`src/sv/hti_pkg.sv`:
```
// ----------------------------------------------------------------------------
// hti_pkg
// Shared types and constants of the height-field triangle interpolator.
// ----------------------------------------------------------------------------
package hti_pkg;

  // Default grid dimension bound (rows and columns of the height memory)
  localparam int MAX_DIM_DEF = 256;

  // Field widths
  localparam int POS_W  = 24;            // signed Q15.8 world position
  localparam int HGT_W  = 16;            // unsigned Q8.8 height
  localparam int IDX_W  = 8;             // load row / column
  localparam int DIMR_W = 9;             // num_rows / num_cols register
  localparam int INV_W  = 24;            // unsigned Q8.16 reciprocal cell size
  localparam int HALF_W = 23;            // unsigned Q15.8 half extent
  localparam int GRID_W = 26;            // shifted position, signed
  localparam int PROD_W = 51;            // multiplier product, signed
  localparam int ACC_W  = 37;            // interpolation accumulator, signed
  localparam int FRAC_W = 16;            // Q0.16 cell fraction

  // Fixed-point 1.0 in Q0.16
  localparam logic [FRAC_W:0] ONE_Q16 = 17'h10000;

  // Item function codes
  localparam logic FUNC_WRITE = 1'b0;
  localparam logic FUNC_QUERY = 1'b1;

  // Configuration register indexes
  localparam int REG_IDX_W = 3;
  localparam logic [REG_IDX_W-1:0] REG_NUM_ROWS = 3'd0;
  localparam logic [REG_IDX_W-1:0] REG_NUM_COLS = 3'd1;
  localparam logic [REG_IDX_W-1:0] REG_INV_CELL = 3'd2;
  localparam logic [REG_IDX_W-1:0] REG_HALF_W   = 3'd3;
  localparam logic [REG_IDX_W-1:0] REG_HALF_D   = 3'd4;
  localparam int CFG_ADDR_W = 5;

  // Configuration reset values
  localparam logic [DIMR_W-1:0] NUM_ROWS_RST = 9'd2;
  localparam logic [DIMR_W-1:0] NUM_COLS_RST = 9'd2;
  localparam logic [INV_W-1:0]  INV_CELL_RST = 24'd65536;

  typedef struct packed {
    logic                    func;
    logic signed [POS_W-1:0] pos_x;
    logic signed [POS_W-1:0] pos_z;
    logic [IDX_W-1:0]        load_row;
    logic [IDX_W-1:0]        load_col;
    logic [HGT_W-1:0]        load_height;
  } hti_in_t;

  typedef struct packed {
    logic             hit;
    logic [HGT_W-1:0] height;
  } hti_out_t;

  typedef struct packed {
    logic [DIMR_W-1:0] num_rows;
    logic [DIMR_W-1:0] num_cols;
    logic [INV_W-1:0]  inv_cell_size;
    logic [HALF_W-1:0] half_width;
    logic [HALF_W-1:0] half_depth;
  } hti_cfg_t;

  // Cell corners: A (r,c), B (r,c+1), C (r+1,c), D (r+1,c+1)
  typedef enum logic [1:0] {
    CRN_A = 2'd0,
    CRN_B = 2'd1,
    CRN_C = 2'd2,
    CRN_D = 2'd3
  } hti_corner_t;

  // Shared multiplier operations
  typedef enum logic [2:0] {
    MUL_NONE = 3'd0,
    MUL_GX   = 3'd1,
    MUL_GZ   = 3'd2,
    MUL_T1   = 3'd3,
    MUL_T2   = 3'd4
  } hti_mul_t;

  // Controller to datapath commands
  typedef struct packed {
    logic        load;
    logic        mem_wr;
    logic        rd_en;
    hti_corner_t rd_corner;
    logic        cap_en;
    hti_corner_t cap_corner;
    hti_mul_t    mul_op;
    logic        acc_load;
    logic        fin;
    logic        fin_hit;
  } hti_cmd_t;

  // Datapath to controller status
  typedef struct packed {
    logic in_grid;
  } hti_sts_t;

endpackage

```
`src/sv/hti_regs.sv`:
```
// ----------------------------------------------------------------------------
// hti_regs
// APB-style configuration registers of the height-field interpolator.
// ----------------------------------------------------------------------------
module hti_regs (
  input  logic                           clk,
  input  logic                           rst_n,
  input  logic                           cfg_psel,
  input  logic                           cfg_penable,
  input  logic                           cfg_pwrite,
  input  logic [hti_pkg::CFG_ADDR_W-1:0] cfg_paddr,
  input  logic [31:0]                    cfg_pwdata,
  output logic [31:0]                    cfg_prdata,
  output logic                           cfg_pready,
  output hti_pkg::hti_cfg_t              cfg
);
  import hti_pkg::*;

  hti_cfg_t             cfg_r;
  logic                 wr_en;
  logic [REG_IDX_W-1:0] idx;

  assign cfg_pready = 1'b1;
  assign wr_en      = cfg_psel && cfg_penable && cfg_pwrite;
  assign idx        = cfg_paddr[CFG_ADDR_W-1:2];
  assign cfg        = cfg_r;

  // Write registers, masking data to each register width
  always_ff @(posedge clk) begin
    if (!rst_n) begin
      cfg_r.num_rows      <= NUM_ROWS_RST;
      cfg_r.num_cols      <= NUM_COLS_RST;
      cfg_r.inv_cell_size <= INV_CELL_RST;
      cfg_r.half_width    <= '0;
      cfg_r.half_depth    <= '0;
    end else if (wr_en) begin
      case (idx)
        REG_NUM_ROWS: cfg_r.num_rows      <= cfg_pwdata[DIMR_W-1:0];
        REG_NUM_COLS: cfg_r.num_cols      <= cfg_pwdata[DIMR_W-1:0];
        REG_INV_CELL: cfg_r.inv_cell_size <= cfg_pwdata[INV_W-1:0];
        REG_HALF_W:   cfg_r.half_width    <= cfg_pwdata[HALF_W-1:0];
        REG_HALF_D:   cfg_r.half_depth    <= cfg_pwdata[HALF_W-1:0];
        default: ;
      endcase
    end
  end

  // Read back
  always_comb begin
    case (idx)
      REG_NUM_ROWS: cfg_prdata = 32'(cfg_r.num_rows);
      REG_NUM_COLS: cfg_prdata = 32'(cfg_r.num_cols);
      REG_INV_CELL: cfg_prdata = 32'(cfg_r.inv_cell_size);
      REG_HALF_W:   cfg_prdata = 32'(cfg_r.half_width);
      REG_HALF_D:   cfg_prdata = 32'(cfg_r.half_depth);
      default:      cfg_prdata = '0;
    endcase
  end

endmodule

```
`config.mk`:
```
export PLATFORM = sky130hd
export DESIGN_NAME = hti_regs
export DESIGN_NICKNAME = d
export VERILOG_FILES = /design/src/sv/hti_pkg.sv /design/src/sv/hti_regs.sv
export SDC_FILE = /design/constraint.sdc
export NUM_CORES = 1
export LEC_CHECK = 0
export BUFFER_PORTS_ARGS = -buffer_cell sky130_fd_sc_hd__buf_2
export CORE_MARGIN = 2
export CORE_UTILIZATION = 35
export DETAILED_ROUTE_END_ITERATION = 7
export PLACE_DENSITY = 0.64
export SYNTH_ARGS = -nofsm -noshare
export SYNTH_HDL_FRONTEND = slang
export SYNTH_SLANG_ARGS = --single-unit
```
`constraint.sdc`:
```
create_clock -name clk -period 1.8 [get_ports clk]
set_input_delay 0.09 -clock clk [delete_from_list [all_inputs] [get_ports clk]]
set_output_delay 0.09 -clock clk [all_outputs]
set_load 0.005 [all_outputs]
```
==> reports/qor.csv <==
stage,metric,value,unit
drt,first_iter_violations,141,
critical_path,arrival,1.50,ns
clock_network,cts_buffer_depth,2,
synth,ys_seq_area_share,43.9,%
drt,vias_per_cell,4.92,
global_routing,globalRouteTotalUtil,17.9,%
synth,yosysTopAreaCell,dfxtp_1,
min_path,min_from,cfg_pwdata[16],
min_path,hp-class,input pin to flop,
layout,fin_nets,606,
critical_path,path_class,input pin to output pin,
status,status,finished clean,
global_routing,antenna_found_initial,0,
layout,insertedDiodeCount,0,
layout,finalNonFillerCells,711,
job,max_cap_violations,0,
drt,wl,11100,µm
clock_network,clkTransAtPathRegs,0.06,ns
clock_network,cts_tree,built,
placed_design,portBuffers,143,
placed_design,dp_cells,695,
drt,firstDrtPassIters,4,
drt,via_count,3499,
layout,final_cell_mix,"142 x buf_2, 124 x nand2_1, 102 x mux2i_1",
drt,drc,0,
global_routing,grt.overflow.total,0,
timing,fin_crit,1.59,ns
timing,finClkSkew,0,ns
critical_path,path_max_fanout,11,
synth,synth_cell_type_count,22,
synth,syn_inst,425,
floorplan,core_area,0.0113,mm²
floorplan,boundaryPins,163,
synth,synth_top_area_share,43.9,%
layout,area_delta_synth_final,30.0,%
floorplan,rows,39,
timing,setup_violations,0,
placed_design,gp_congestion,0.805,
timing,max_freq,629,MHz
clock_network,htreeDepth,3,
global_routing,grt_pass1_vias,3425,
timing,drv_slew,0,
drt,wl_per_cell,15.6,µm
power_and_ir_drop,peakVddDrop,0.439,mV
critical_path,r2r-start,cfg[74],
timing,timing.final.hold_violations,0,
clock_network,clkLatencyLatePin,0.34,ns
floorplan,die_area,0.0123,mm²
layout,largest_reg_flops,88,
critical_path,end_kind,output pin,
timing,worstMarginPinSlew,0.802,ns
global_routing,grt_pass1_wl,17700,µm
synth,synth.yosys.warnings,0,
timing,post-route-period-util,88.3,%
synth,synthesis.area,0.00402,mm²
synth,ys_ff_latch,88,
critical_path,critPathLaunch,cfg_paddr[2],
timing,tns,0,ns
layout,final_common_cell,buf_2,
placed_design,hpwl,7910,µm
floorplan,die_w,111,µm
drt,ant_nets,0,
timing,rsz0062_at_grt,no,
floorplan,start_util,35.5,%
synth,synth.avg_cell_area,9.45,µm²
layout,drive_gt1_share,33.8,%
power_and_ir_drop,p_leak,2.33,nW
critical_path,cp-start-kind,input pin,
timing,max-slew-margin-rel,46.4,%
clock_network,clock-sinks,88,
global_routing,grt_max_degree,48,
synth,synth.area.top_cells,"dfxtp_1 44%, mux2i_1 25%, nand2_1 12%, a22oi_1 3.4%, buf_4 2.8%",
floorplan,die_h,111,µm
critical_path,required,1.71,ns
clock_network,postCtsSetupBuffers,0,
clock_network,cts-root-buf,clkbuf_16,
clock_network,cts_made_buffers,9,
power_and_ir_drop,pwr_density_cell,840,mW/mm²
-- report_power, final --
group | leakage [nW] | total, W | internal, W | switching, W
clock network | 0.161 | 0.00213 | 0.00139 | 0.000748
logic | 1.46 | 0.000280 | 0.000108 | 0.000172
registers | 0.709 | 0.00197 | 0.00196 | 0.0000114
total | 2.33 | 0.00439 | 0.00345 | 0.000932
-- synthesized netlist by cell type --
cell type / count
o21ai_0: 14
nand2b_1: 1
o22ai_1: 9
clkbuf_1: 15
nor2_1: 1
nor3b_4: 1
nor3b_1: 3
buf_4: 15
nand2_1: 124
dfxtp_1: 88
or3_1: 1
buf_2: 7
conb_1: 2
and4_1: 1
a22oi_1: 18
mux2i_1: 102
buf_6: 4
buf_1: 1
nand4b_4: 1
nor2b_1: 7
nor2_4: 1
mux2_2: 9
-- worst max-delay path, stage by stage --
cell and delay, ns:
buf_2 0.20, nor2b_1 0.66, a22oi_1 0.20, o22ai_1 0.20, buf_2 0.14
-- per-stage QoR --
step           hold WS (ns)  instance area [µm²]  total power, W  setup slack [ns]  utilization, %
4_1_cts              0.0302                 5220         0.00443             0.229            46.1
6_report             0.0358                 5220         0.00439             0.211            46.1
3_3_place_gp          0.342                 4870         0.00229             0.246            43.0
2_1_floorplan         0.232                 4040         0.00219             0.712               -
3_5_place_dp          0.347                 4870         0.00230             0.232            43.0
5_1_grt              0.0581                 5220         0.00453             0.102            46.1
-- layout make-up --
type / instances / area, µm²
clock buffers: 10 / 239
clock inverters: 5 / 105
multi-input cells: 302 / 2040
fillers: 1114 / 6100
well taps: 143 / 179
flip-flops and latches: 88 / 1760
repair buffers: 163 / 896
-- repair_timing --
item / 4_1_cts / 5_1_grt
endpoints found under the hold margin: 1 / 0
hold buffers: 1 / 0
resized for setup: 0 / 0
-- logic make-up (layout without fill, tap and decap cells) --
family / after synthesis / count (layout) / synth area share, %
buffers and inverters: 42 / 178 / 6.29
muxes: 111 / 111 / 27.9
DFF: 88 / 88 / 43.9
other: 2 / 9 / 0.187
AOI/OAI and AO/OA: 41 / 41 / 6.51
and+or+nand+nor: 141 / 141 / 15.2
-- layer usage --
layer	global-route usage, %	vias up	wire [µm]
met5	0	-	0
met4	6.26	0	178
met3	4.76	10	669
met2	29.7	111	5270
met1	22.4	1674	4960
li1	-	1704	-
-- path summary, 6_finish.rpt --
path / to / slack, ns / cells past startpoint
worst max-delay path: cfg_prdata[2] / 0.21 / 5
worst min-delay path: cfg[62] / 0.04 / 3
worst min register to register: cfg[30] / 0.47 / 2
worst max register to register: cfg[74] / 1.14 / 2
(Power assumes the default switching activity.)
