--- config.mk ---
export PLATFORM = sky130hd
export DESIGN_NAME = hti_ctrl
export DESIGN_NICKNAME = d
export VERILOG_FILES = /design/src/sv/hti_pkg.sv /design/src/sv/hti_ctrl.sv
export SDC_FILE = /design/constraint.sdc
export NUM_CORES = 1
export LEC_CHECK = 0
export BUFFER_PORTS_ARGS = -buffer_cell sky130_fd_sc_hd__buf_2
export CAP_MARGIN = 20
export CORE_AREA = 2 2 39 41
export CTS_CLUSTER_SIZE = 14
export DETAILED_ROUTE_END_ITERATION = 10
export DIE_AREA = 0 0 41 43
export SLEW_MARGIN = 20
export SYNTH_ARGS = -nofsm -noshare
export SYNTH_HDL_FRONTEND = slang
export SYNTH_SLANG_ARGS = --single-unit
--- constraint.sdc ---
create_clock -name clk -period 2.02 [get_ports clk]
set_clock_uncertainty 0.05 [all_clocks]
set_input_delay 0.202 -clock clk [delete_from_list [all_inputs] [get_ports clk]]
set_output_delay 0.202 -clock clk [all_outputs]
set_load 0.01 [all_outputs]
--- src/sv/hti_pkg.sv ---
// ----------------------------------------------------------------------------
// hti_pkg
// Shared types and constants of the height-field triangle interpolator.
// ----------------------------------------------------------------------------
package hti_pkg;

  // Default grid dimension bound (rows and columns of the height memory)
  localparam int MAX_DIM_DEF = 256;

  // Field widths
  localparam int POS_W  = 24;            // signed Q15.8 world position
  localparam int HGT_W  = 16;            // unsigned Q8.8 height
  localparam int IDX_W  = 8;             // load row / column
  localparam int DIMR_W = 9;             // num_rows / num_cols register
  localparam int INV_W  = 24;            // unsigned Q8.16 reciprocal cell size
  localparam int HALF_W = 23;            // unsigned Q15.8 half extent
  localparam int GRID_W = 26;            // shifted position, signed
  localparam int PROD_W = 51;            // multiplier product, signed
  localparam int ACC_W  = 37;            // interpolation accumulator, signed
  localparam int FRAC_W = 16;            // Q0.16 cell fraction

  // Fixed-point 1.0 in Q0.16
  localparam logic [FRAC_W:0] ONE_Q16 = 17'h10000;

  // Item function codes
  localparam logic FUNC_WRITE = 1'b0;
  localparam logic FUNC_QUERY = 1'b1;

  // Configuration register indexes
  localparam int REG_IDX_W = 3;
  localparam logic [REG_IDX_W-1:0] REG_NUM_ROWS = 3'd0;
  localparam logic [REG_IDX_W-1:0] REG_NUM_COLS = 3'd1;
  localparam logic [REG_IDX_W-1:0] REG_INV_CELL = 3'd2;
  localparam logic [REG_IDX_W-1:0] REG_HALF_W   = 3'd3;
  localparam logic [REG_IDX_W-1:0] REG_HALF_D   = 3'd4;
  localparam int CFG_ADDR_W = 5;

  // Configuration reset values
  localparam logic [DIMR_W-1:0] NUM_ROWS_RST = 9'd2;
  localparam logic [DIMR_W-1:0] NUM_COLS_RST = 9'd2;
  localparam logic [INV_W-1:0]  INV_CELL_RST = 24'd65536;

  typedef struct packed {
    logic                    func;
    logic signed [POS_W-1:0] pos_x;
    logic signed [POS_W-1:0] pos_z;
    logic [IDX_W-1:0]        load_row;
    logic [IDX_W-1:0]        load_col;
    logic [HGT_W-1:0]        load_height;
  } hti_in_t;

  typedef struct packed {
    logic             hit;
    logic [HGT_W-1:0] height;
  } hti_out_t;

  typedef struct packed {
    logic [DIMR_W-1:0] num_rows;
    logic [DIMR_W-1:0] num_cols;
    logic [INV_W-1:0]  inv_cell_size;
    logic [HALF_W-1:0] half_width;
    logic [HALF_W-1:0] half_depth;
  } hti_cfg_t;

  // Cell corners: A (r,c), B (r,c+1), C (r+1,c), D (r+1,c+1)
  typedef enum logic [1:0] {
    CRN_A = 2'd0,
    CRN_B = 2'd1,
    CRN_C = 2'd2,
    CRN_D = 2'd3
  } hti_corner_t;

  // Shared multiplier operations
  typedef enum logic [2:0] {
    MUL_NONE = 3'd0,
    MUL_GX   = 3'd1,
    MUL_GZ   = 3'd2,
    MUL_T1   = 3'd3,
    MUL_T2   = 3'd4
  } hti_mul_t;

  // Controller to datapath commands
  typedef struct packed {
    logic        load;
    logic        mem_wr;
    logic        rd_en;
    hti_corner_t rd_corner;
    logic        cap_en;
    hti_corner_t cap_corner;
    hti_mul_t    mul_op;
    logic        acc_load;
    logic        fin;
    logic        fin_hit;
  } hti_cmd_t;

  // Datapath to controller status
  typedef struct packed {
    logic in_grid;
  } hti_sts_t;

endpackage

--- src/sv/hti_ctrl.sv ---
// ----------------------------------------------------------------------------
// hti_ctrl
// Sequencer: grid mapping, cell check, corner reads and interpolation steps.
// ----------------------------------------------------------------------------
module hti_ctrl (
  input  logic              clk,
  input  logic              rst_n,
  input  logic              start,
  input  logic              in_func,
  input  hti_pkg::hti_sts_t sts,
  output logic              busy,
  output hti_pkg::hti_cmd_t cmd,
  output logic              out_valid
);
  import hti_pkg::*;

  typedef enum logic [3:0] {
    ST_IDLE,
    ST_MULX,
    ST_MULZ,
    ST_CHECK,
    ST_RDB,
    ST_RDC,
    ST_RDD,
    ST_RDW,
    ST_PROD1,
    ST_PROD2,
    ST_FIN
  } state_t;

  state_t state_r, state_nxt;
  logic   out_valid_r;

  assign busy      = (state_r != ST_IDLE);
  assign out_valid = out_valid_r;

  // Next state and commands
  always_comb begin
    state_nxt = state_r;
    cmd       = '0;
    case (state_r)
      ST_IDLE: begin
        if (start) begin
          if (in_func == FUNC_QUERY) begin
            cmd.load  = 1'b1;
            state_nxt = ST_MULX;
          end else begin
            cmd.mem_wr = 1'b1;
          end
        end
      end
      ST_MULX: begin
        cmd.mul_op = MUL_GX;
        state_nxt  = ST_MULZ;
      end
      ST_MULZ: begin
        cmd.mul_op = MUL_GZ;
        state_nxt  = ST_CHECK;
      end
      ST_CHECK: begin
        if (!sts.in_grid) begin
          cmd.fin   = 1'b1;
          state_nxt = ST_IDLE;
        end else begin
          cmd.rd_en     = 1'b1;
          cmd.rd_corner = CRN_A;
          state_nxt     = ST_RDB;
        end
      end
      ST_RDB: begin
        cmd.rd_en      = 1'b1;
        cmd.rd_corner  = CRN_B;
        cmd.cap_en     = 1'b1;
        cmd.cap_corner = CRN_A;
        state_nxt      = ST_RDC;
      end
      ST_RDC: begin
        cmd.rd_en      = 1'b1;
        cmd.rd_corner  = CRN_C;
        cmd.cap_en     = 1'b1;
        cmd.cap_corner = CRN_B;
        state_nxt      = ST_RDD;
      end
      ST_RDD: begin
        cmd.rd_en      = 1'b1;
        cmd.rd_corner  = CRN_D;
        cmd.cap_en     = 1'b1;
        cmd.cap_corner = CRN_C;
        state_nxt      = ST_RDW;
      end
      ST_RDW: begin
        cmd.cap_en     = 1'b1;
        cmd.cap_corner = CRN_D;
        state_nxt      = ST_PROD1;
      end
      ST_PROD1: begin
        cmd.mul_op = MUL_T1;
        state_nxt  = ST_PROD2;
      end
      ST_PROD2: begin
        cmd.mul_op   = MUL_T2;
        cmd.acc_load = 1'b1;
        state_nxt    = ST_FIN;
      end
      ST_FIN: begin
        cmd.fin     = 1'b1;
        cmd.fin_hit = 1'b1;
        state_nxt   = ST_IDLE;
      end
      default: state_nxt = ST_IDLE;
    endcase
  end

  // Hold state and the result strobe
  always_ff @(posedge clk) begin
    if (!rst_n) begin
      state_r     <= ST_IDLE;
      out_valid_r <= 1'b0;
    end else begin
      state_r     <= state_nxt;
      out_valid_r <= cmd.fin;
    end
  end

endmodule

==> key figures, run 1 <==
Drt
  • Routed len/inst: 9.38 um
  • Number of search-and-repair iterations in the first detailed-routing pass: 2
  • DR top layer: met4
  • Post-Route M1 WL: 360 um
  • Number of DRC markers after the initial detailed-route iteration: 3
  • Total number of vias: ~400
  • Vias per std cell: 4.57
  • Met2 WL post-DR: between 300 and 400 um
  • Total wirelength of the detailed-routed design: 807 um
  • Final ANT Viol Nets: 0
  • Total DRC errors in the routed layout: 0
  • Sum of met3 wire segment lengths after detailed routing: 42 um

Clock network
  • Number of buffers between clock root and the deepest sink: 2
  • Number of setup buffers added after CTS: 0
  • Post-CTS sizing: 0
  • Cts-stage hold buffer count: 0
  • Clk Tree Root Cell: sky130_fd_sc_hd__clkbuf_4
  • Clock tree from TritonCTS: built
  • CTS H-tree depth: 1
  • Clock Sink Count: 5
  • Clock-pin transition on the worst setup and hold timing paths: about 40 ps
  • Skew-Pair Late Insertion Delay: 240 ps
  • Number of buffers added by the clock tree synthesis step: 3

Synth
  • Synth Net Count: 56
  • Avg Synthesized Cell Area: 7.19 um2
  • Yosys warns: 0
  • Share of the yosys chip area belonging to registers: 27.3%
  • Number of distinct library cell variants in the gate-level netlist after synthesis: 20
  • Number of standard cells after synthesis: around 50
  • Post-synthesis sequential element count: 5
  • Synthesized cell area: 367 um2

Timing
  • Total of endpoints with negative setup slack in the final report: 0
  • Max frequency: approximately 0.56 GHz
  • Final count of pins violating max slew: 0
  • Unrepaired setup endpoints after global routing: no
  • Setup tns final: 0 ps
  • Post-layout min period: 1800 ps
  • Slew at the pin closest to its max-slew limit: 473 ps
  • Final hold violation count: 0
  • Fraction of the cycle the final worst path needs: 88.9%
  • Relative max-transition margin: 68.4%

Critical path
  • Highest net fanout along the worst path: 16
  • Critical path capture point type: output pin
  • Register-to-register path setup slack: about 600 ps
  • Max stage delay cell, worst path: sky130_fd_sc_hd__dfxtp_1
  • Worst flop-to-flop path startpoint: state_r[0]
  • Required time worst endpoint: 1770 ps
  • Crit-path leading delay family: flip-flops
  • Crit path buf inv count: 1
  • Cells on worst reg2reg path: 3
  • Startpoint type of the worst setup path: register
  • Critical register-to-register path endpoint: state_r[2]
  • Cells along the critical path: or3b_1, a21oi_2, buf_2
  • Max incr delay on CP: 610 ps
  • CP Class: register to output pin
  • Critical Path AT: 1540 ps

Global routing
  • Pin count of the biggest net entering global routing: 17
  • Wire length of the first global-routing pass: 1.23 mm
  • Gr ovfl total: 0
  • Via count of the first global-routing pass: approximately 330
  • Number of antenna violations at the first check in global routing: 0
  • Total routing usage reported by global routing: 9.84%

Placed design
  • Post-detailed-placement cell area: 459 um2
  • Port Buffer Count: 20
  • Inst Count DP: 82
  • Final weighted congestion of routability-driven global placement: ~0.77
  • Detailed placement HPWL: ~600 um

Layout
  • Final layout net count: 76
  • Number of standard cells in the final layout excluding fillers: 86
  • Share of layout cells above drive strength 1: between 30% and 40%
  • Syn-to-layout area delta: 32.4%
  • Number of diodes added for antenna fixing: 0
  • Final Instance Area: 485 um2

Die
  • Number of top-level pins: 21
  • DIE WIDTH: 41 um
  • Die H: 43 um
  • Effective utilization at floorplan: 26.5%
  • Rows: 14
  • Core Footprint: 0.00138 mm2
  • Die area: 0.00176 mm2

Worst hold path
  • Worst-case hold path end point: out_valid
  • Instance count along the most critical hold path: 2
  • Class of the worst hold path: primary input to register
  • Worst Min Path Start: rst_n

Outcome
  • Status: finished, final reports clean

Power and ir drop
  • Pwr Density: 565 mW/mm2
  • Leak pwr: 0.246 nW
  • Largest vdd supply drop: 0.289 mV

Flow run
  • Number of max-capacitance violations reported: 0
## worst register-to-register path: stages (launching register included)
cell                        delay (ps)
sky130_fd_sc_hd__dfxtp_1           610
sky130_fd_sc_hd__and4b_1           270
sky130_fd_sc_hd__a21oi_1            60
sky130_fd_sc_hd__a2111oi_2         330
## cell type report
class,instances,area (um2)
Tap cell,16,20.0
Multi-Input combinational cell,38,228
Inverter,3,11.3
Timing Repair Buffer,20,100
Sequential cell,5,100
Fill cell,145,898
Clock buffer,4,26.3
## synthesized netlist by cell type
library cell / number / area [um2]
sky130_fd_sc_hd__nor2_1: 8 / 30.0
sky130_fd_sc_hd__dfxtp_1: 5 / 100
sky130_fd_sc_hd__nand2_1: 5 / 18.8
sky130_fd_sc_hd__and2_1: 4 / 25.0
sky130_fd_sc_hd__buf_2: 4 / 20.0
sky130_fd_sc_hd__a21oi_1: 3 / 15.0
sky130_fd_sc_hd__inv_1: 3 / 11.3
sky130_fd_sc_hd__nor3_1: 3 / 15.0
sky130_fd_sc_hd__xnor2_1: 3 / 26.3
sky130_fd_sc_hd__nand2b_1: 2 / 12.5
sky130_fd_sc_hd__nor3b_1: 2 / 15.0
sky130_fd_sc_hd__a2111oi_2: 1 / 15.0
sky130_fd_sc_hd__a211oi_1: 1 / 7.51
sky130_fd_sc_hd__a21oi_2: 1 / 8.76
sky130_fd_sc_hd__a32oi_1: 1 / 8.76
sky130_fd_sc_hd__and3_1: 1 / 6.26
sky130_fd_sc_hd__and4b_1: 1 / 10.0
sky130_fd_sc_hd__buf_4: 1 / 7.51
sky130_fd_sc_hd__o21ai_0: 1 / 5.00
sky130_fd_sc_hd__or3b_1: 1 / 8.76
## flip-flops by register name, indices dropped and copies added (netlist names)
name       count
out_valid      1
state_r        4
## kinds of logic (layout without fill, tap and decap cells)
kind of cell	Yosys count	after routing	share of synthesized area, %
DFF	5	5	27.3
xor gates and xnor gates	3	3	7.17
AOI/OAI and AO/OA	8	8	16.4
and+or+nand+nor	27	27	38.6
buffers and inverters	8	27	10.6
## how the worst max path moves through the flow
stage,startpoint,to,cells after the start
after global placement,state_r[0],cmd[1],3
final,state_r[0],cmd[1],3
after CTS,state_r[0],cmd[1],3
after detailed placement,state_r[0],cmd[1],3
after floorplan,state_r[3],cmd[12],4
after global routing,state_r[0],cmd[1],3
## layout by cell type (no fill, tap or decap), drive strengths merged
master   instances
nor3             3
inv              3
and2             4
nand2            5
a2111oi          1
nand2b           2
o21ai            1
clkbuf           4
buf             20
or3b             1
xnor2            3
a32oi            1
nor3b            2
and3             1
nor2             8
a21oi            4
dfxtp            5
a211oi           1
and4b            1
## stage by stage
step           worst slack [ps]  hold WS [ps]  power, mW  utilization, %
2_1_floorplan               639           274      0.146               -
3_3_place_gp                499           395      0.162            33.2
3_5_place_dp                475           407      0.163            33.2
4_1_cts                     214           158      0.279            35.1
5_1_grt                     140           151      0.296            35.1
6_report                    224           156      0.274            35.1
## metal layers
layer,GRT usage (%),vias up
met5,0,-
met4,6.00,0
met1,12.2,173
met3,0.524,2
li1,-,205
met2,15.6,13
## power breakdown
part	leakage (nW)	internal, mW	switching, mW
Sequential	0.0406	0.102	0.0113
Combinational	0.191	0.0226	0.0244
Clock	0.0150	0.0746	0.0390
No activity file was read; power rests on OpenSTA's default activity.
==> run 2, diff against run 1 <==
- BUFFER_PORTS_ARGS: -buffer_cell sky130_fd_sc_hd__buf_2 -> -buffer_cell sky130_fd_sc_hd__buf_4
- GPL_TIMING_DRIVEN: not set -> 0
==> key figures, run 2 (synthesized netlist as in run 1, its figures left out) <==
Clock network
  • Clk Tree Root Cell: sky130_fd_sc_hd__clkbuf_4 (unchanged)
  • Number of buffers added by the clock tree synthesis step: 3 (unchanged)
  • Number of buffers between clock root and the deepest sink: 2 (unchanged)
  • Skew-Pair Late Insertion Delay: 240 ps (about the same)
  • Number of setup buffers added after CTS: 0 (unchanged)
  • Clock-pin transition on the worst setup and hold timing paths: 40 ps (about the same)
  • Clock Sink Count: 5 (unchanged)
  • Cts-stage hold buffer count: 0 (unchanged)
  • Post-CTS sizing: 0 (unchanged)
  • CTS H-tree depth: 1 (unchanged)
  • Clock tree from TritonCTS: built (unchanged)

Critical path
  • Worst setup path startpoint: state_r[2] (was state_r[0])
  • Critical path capture point type: output pin (unchanged)
  • Required time worst endpoint: 1770 ps (about the same)
  • CP Class: register to output pin (unchanged)
  • Startpoint type of the worst setup path: register (unchanged)
  • Critical Path AT: 1410 ps (was 1540 ps)
  • Max incr delay on CP: 290 ps (was 610 ps)
  • Max stage delay cell, worst path: sky130_fd_sc_hd__dfxtp_1 (unchanged)
  • Worst flop-to-flop path startpoint: state_r[2] (was state_r[0])
  • Highest net fanout along the worst path: 9 (was 16)
  • Cells along the critical path: buf_2, nor2_1, nand2_1, nor3b_1, buf_4 (was or3b_1, a21oi_2, buf_2)

Global routing
  • Number of antenna violations at the first check in global routing: 0 (unchanged)
  • Total routing usage reported by global routing: 12.5% (was 9.84%)
  • Via count of the first global-routing pass: 381 (was 329)
  • Wire length of the first global-routing pass: 1.53 mm (was 1.23 mm)
  • Pin count of the biggest net entering global routing: 11 (was 17)
  • Gr ovfl total: 0 (unchanged)

Power and ir drop
  • Pwr Density: 508 mW/mm2 (was 565 mW/mm2)
  • Leak pwr: 0.276 nW (was 0.246 nW)
  • Largest vdd supply drop: 0.204 mV (was 0.289 mV)

Drt
  • Total number of vias: 416 (was 393)
  • Met2 WL post-DR: 432 um (was 386 um)
  • Routed len/inst: 9.87 um (was 9.38 um)
  • DR top layer: met3 (was met4)
  • Sum of met3 wire segment lengths after detailed routing: 38 um (was 42 um)
  • Final ANT Viol Nets: 0 (unchanged)
  • Number of search-and-repair iterations in the first detailed-routing pass: 3 (was 2)
  • Number of DRC markers after the initial detailed-route iteration: 8 (was 3)
  • Vias per std cell: 4.57 (about the same)
  • Post-Route M1 WL: 428 um (was 360 um)
  • Total DRC errors in the routed layout: 0 (unchanged)
  • Total wirelength of the detailed-routed design: 898 um (was 807 um)

Layout
  • Number of inserted filler cells in the final layout: 149 (was 145)
  • Number of flip-flops under the largest register name: 4 (unchanged)
  • Share of layout cells above drive strength 1: 40.0% (was 35.7%)
  • Most frequent standard cell in the layout excluding fill and tap cells: sky130_fd_sc_hd__buf_4 (was sky130_fd_sc_hd__buf_2)
  • Most flops, register: state_r (unchanged)
  • Most frequent cells in the layout: sky130_fd_sc_hd__buf_4 (21), sky130_fd_sc_hd__nor2_1 (8), sky130_fd_sc_hd__nand2_1 (5), sky130_fd_sc_hd__dfxtp_1 (5) (was sky130_fd_sc_hd__buf_2 (20), sky130_fd_sc_hd__nor2_1 (8), sky130_fd_sc_hd__nand2_1 (5), sky130_fd_sc_hd__dfxtp_1 (5), sky130_fd_sc_hd__and2_1 (4))
  • Number of diodes added for antenna fixing: 0 (unchanged)
  • Syn-to-layout area delta: 53.6% (was 32.4%)
  • Final layout net count: 81 (was 76)
  • Reg area: 100 um2 (unchanged)
  • Total area of multi-input combinational cells: 228 um2 (unchanged)

Timing
  • Final count of pins violating max slew: 0 (unchanged)
  • Final hold violation count: 0 (unchanged)
  • Fraction of the cycle the final worst path needs: 82.2% (was 88.9%)
  • Setup tns final: 0 ps (unchanged)
  • Max frequency: 0.602 GHz (was 0.557 GHz)
  • Relative max-transition margin: 83.1% (was 68.4%)
  • Total of endpoints with negative setup slack in the final report: 0 (unchanged)
  • Post-layout min period: 1660 ps (was 1800 ps)
  • Worst hold slack: 139 ps (was 156 ps)
  • Final setup margin: 359 ps (was 224 ps)
  • Slew at the pin closest to its max-slew limit: 253 ps (was 473 ps)
  • Unrepaired setup endpoints after global routing: no (unchanged)

Placed design
  • Final weighted congestion of routability-driven global placement: 0.787 (was 0.774)
  • Pre-CTS setup slack: 593 ps (was 475 ps)
  • Port Buffer Count: 20 (unchanged)

Die
  • Core Footprint: 0.00138 mm2 (unchanged)
  • Die area: 0.00176 mm2 (unchanged)
  • Number of top-level pins: 21 (unchanged)
  • Rows: 14 (unchanged)
  • DIE WIDTH: 41 um (unchanged)
  • Effective utilization at floorplan: 26.5% (unchanged)
  • Die H: 43 um (unchanged)

Flow run
  • Number of max-capacitance violations reported: 0 (unchanged)

Worst hold path
  • Class of the worst hold path: primary input to register (unchanged)
  • Worst Min Path Start: rst_n (unchanged)

Outcome
  • Status: finished, final reports clean (unchanged)
==> run 2: area by class of cell <==
cell class	count	area share [%]
multi-input cells	38	40.4
flip-flops and latches	5	17.8
inverters	3	2.00
plain buffers	5	4.89
clock buffers	4	4.67
well taps	16	3.56
repair buffers	20	26.7
==> run 2: through the flow <==
step,instance area (um2),util [%],power (mW),cells
floorplan,367,-,0.146,51
global placement,537,38.8,0.173,87
finish,563,40.7,0.286,91
detailed placement,537,38.8,0.174,87
CTS,563,40.7,0.291,91
global route,563,40.7,0.304,91
==> run 2: critical path: cells and delay by family, from the launching register on <==
kind / cells / cell delay, ps
buf+inv: 2 / 310
simple gates: 3 / 580
flops: 1 / 290
==> run 2: worst paths after layout <==
kind	to	slack (ps)	cells after the start
hold reg to reg	state_r[0]	480	2
setup / recovery	cmd[12]	360	5
setup reg to reg	state_r[2]	790	4
hold / removal	out_valid	140	2
==> run 2: per-layer routing <==
metal	track usage (%)	vias up
li1	-	218
met1	15.1	187
met2	18.8	11
met3	3.14	0
met4	8.00	0
met5	0	-
==> run 2: report_power, final <==
| group | internal, mW | switching, mW | leakage (nW) |
|---|---|---|---|
| Sequential | 0.102 | 0.00351 | 0.0406 |
| Combinational | 0.0319 | 0.0338 | 0.221 |
| Clock | 0.0746 | 0.0399 | 0.0150 |
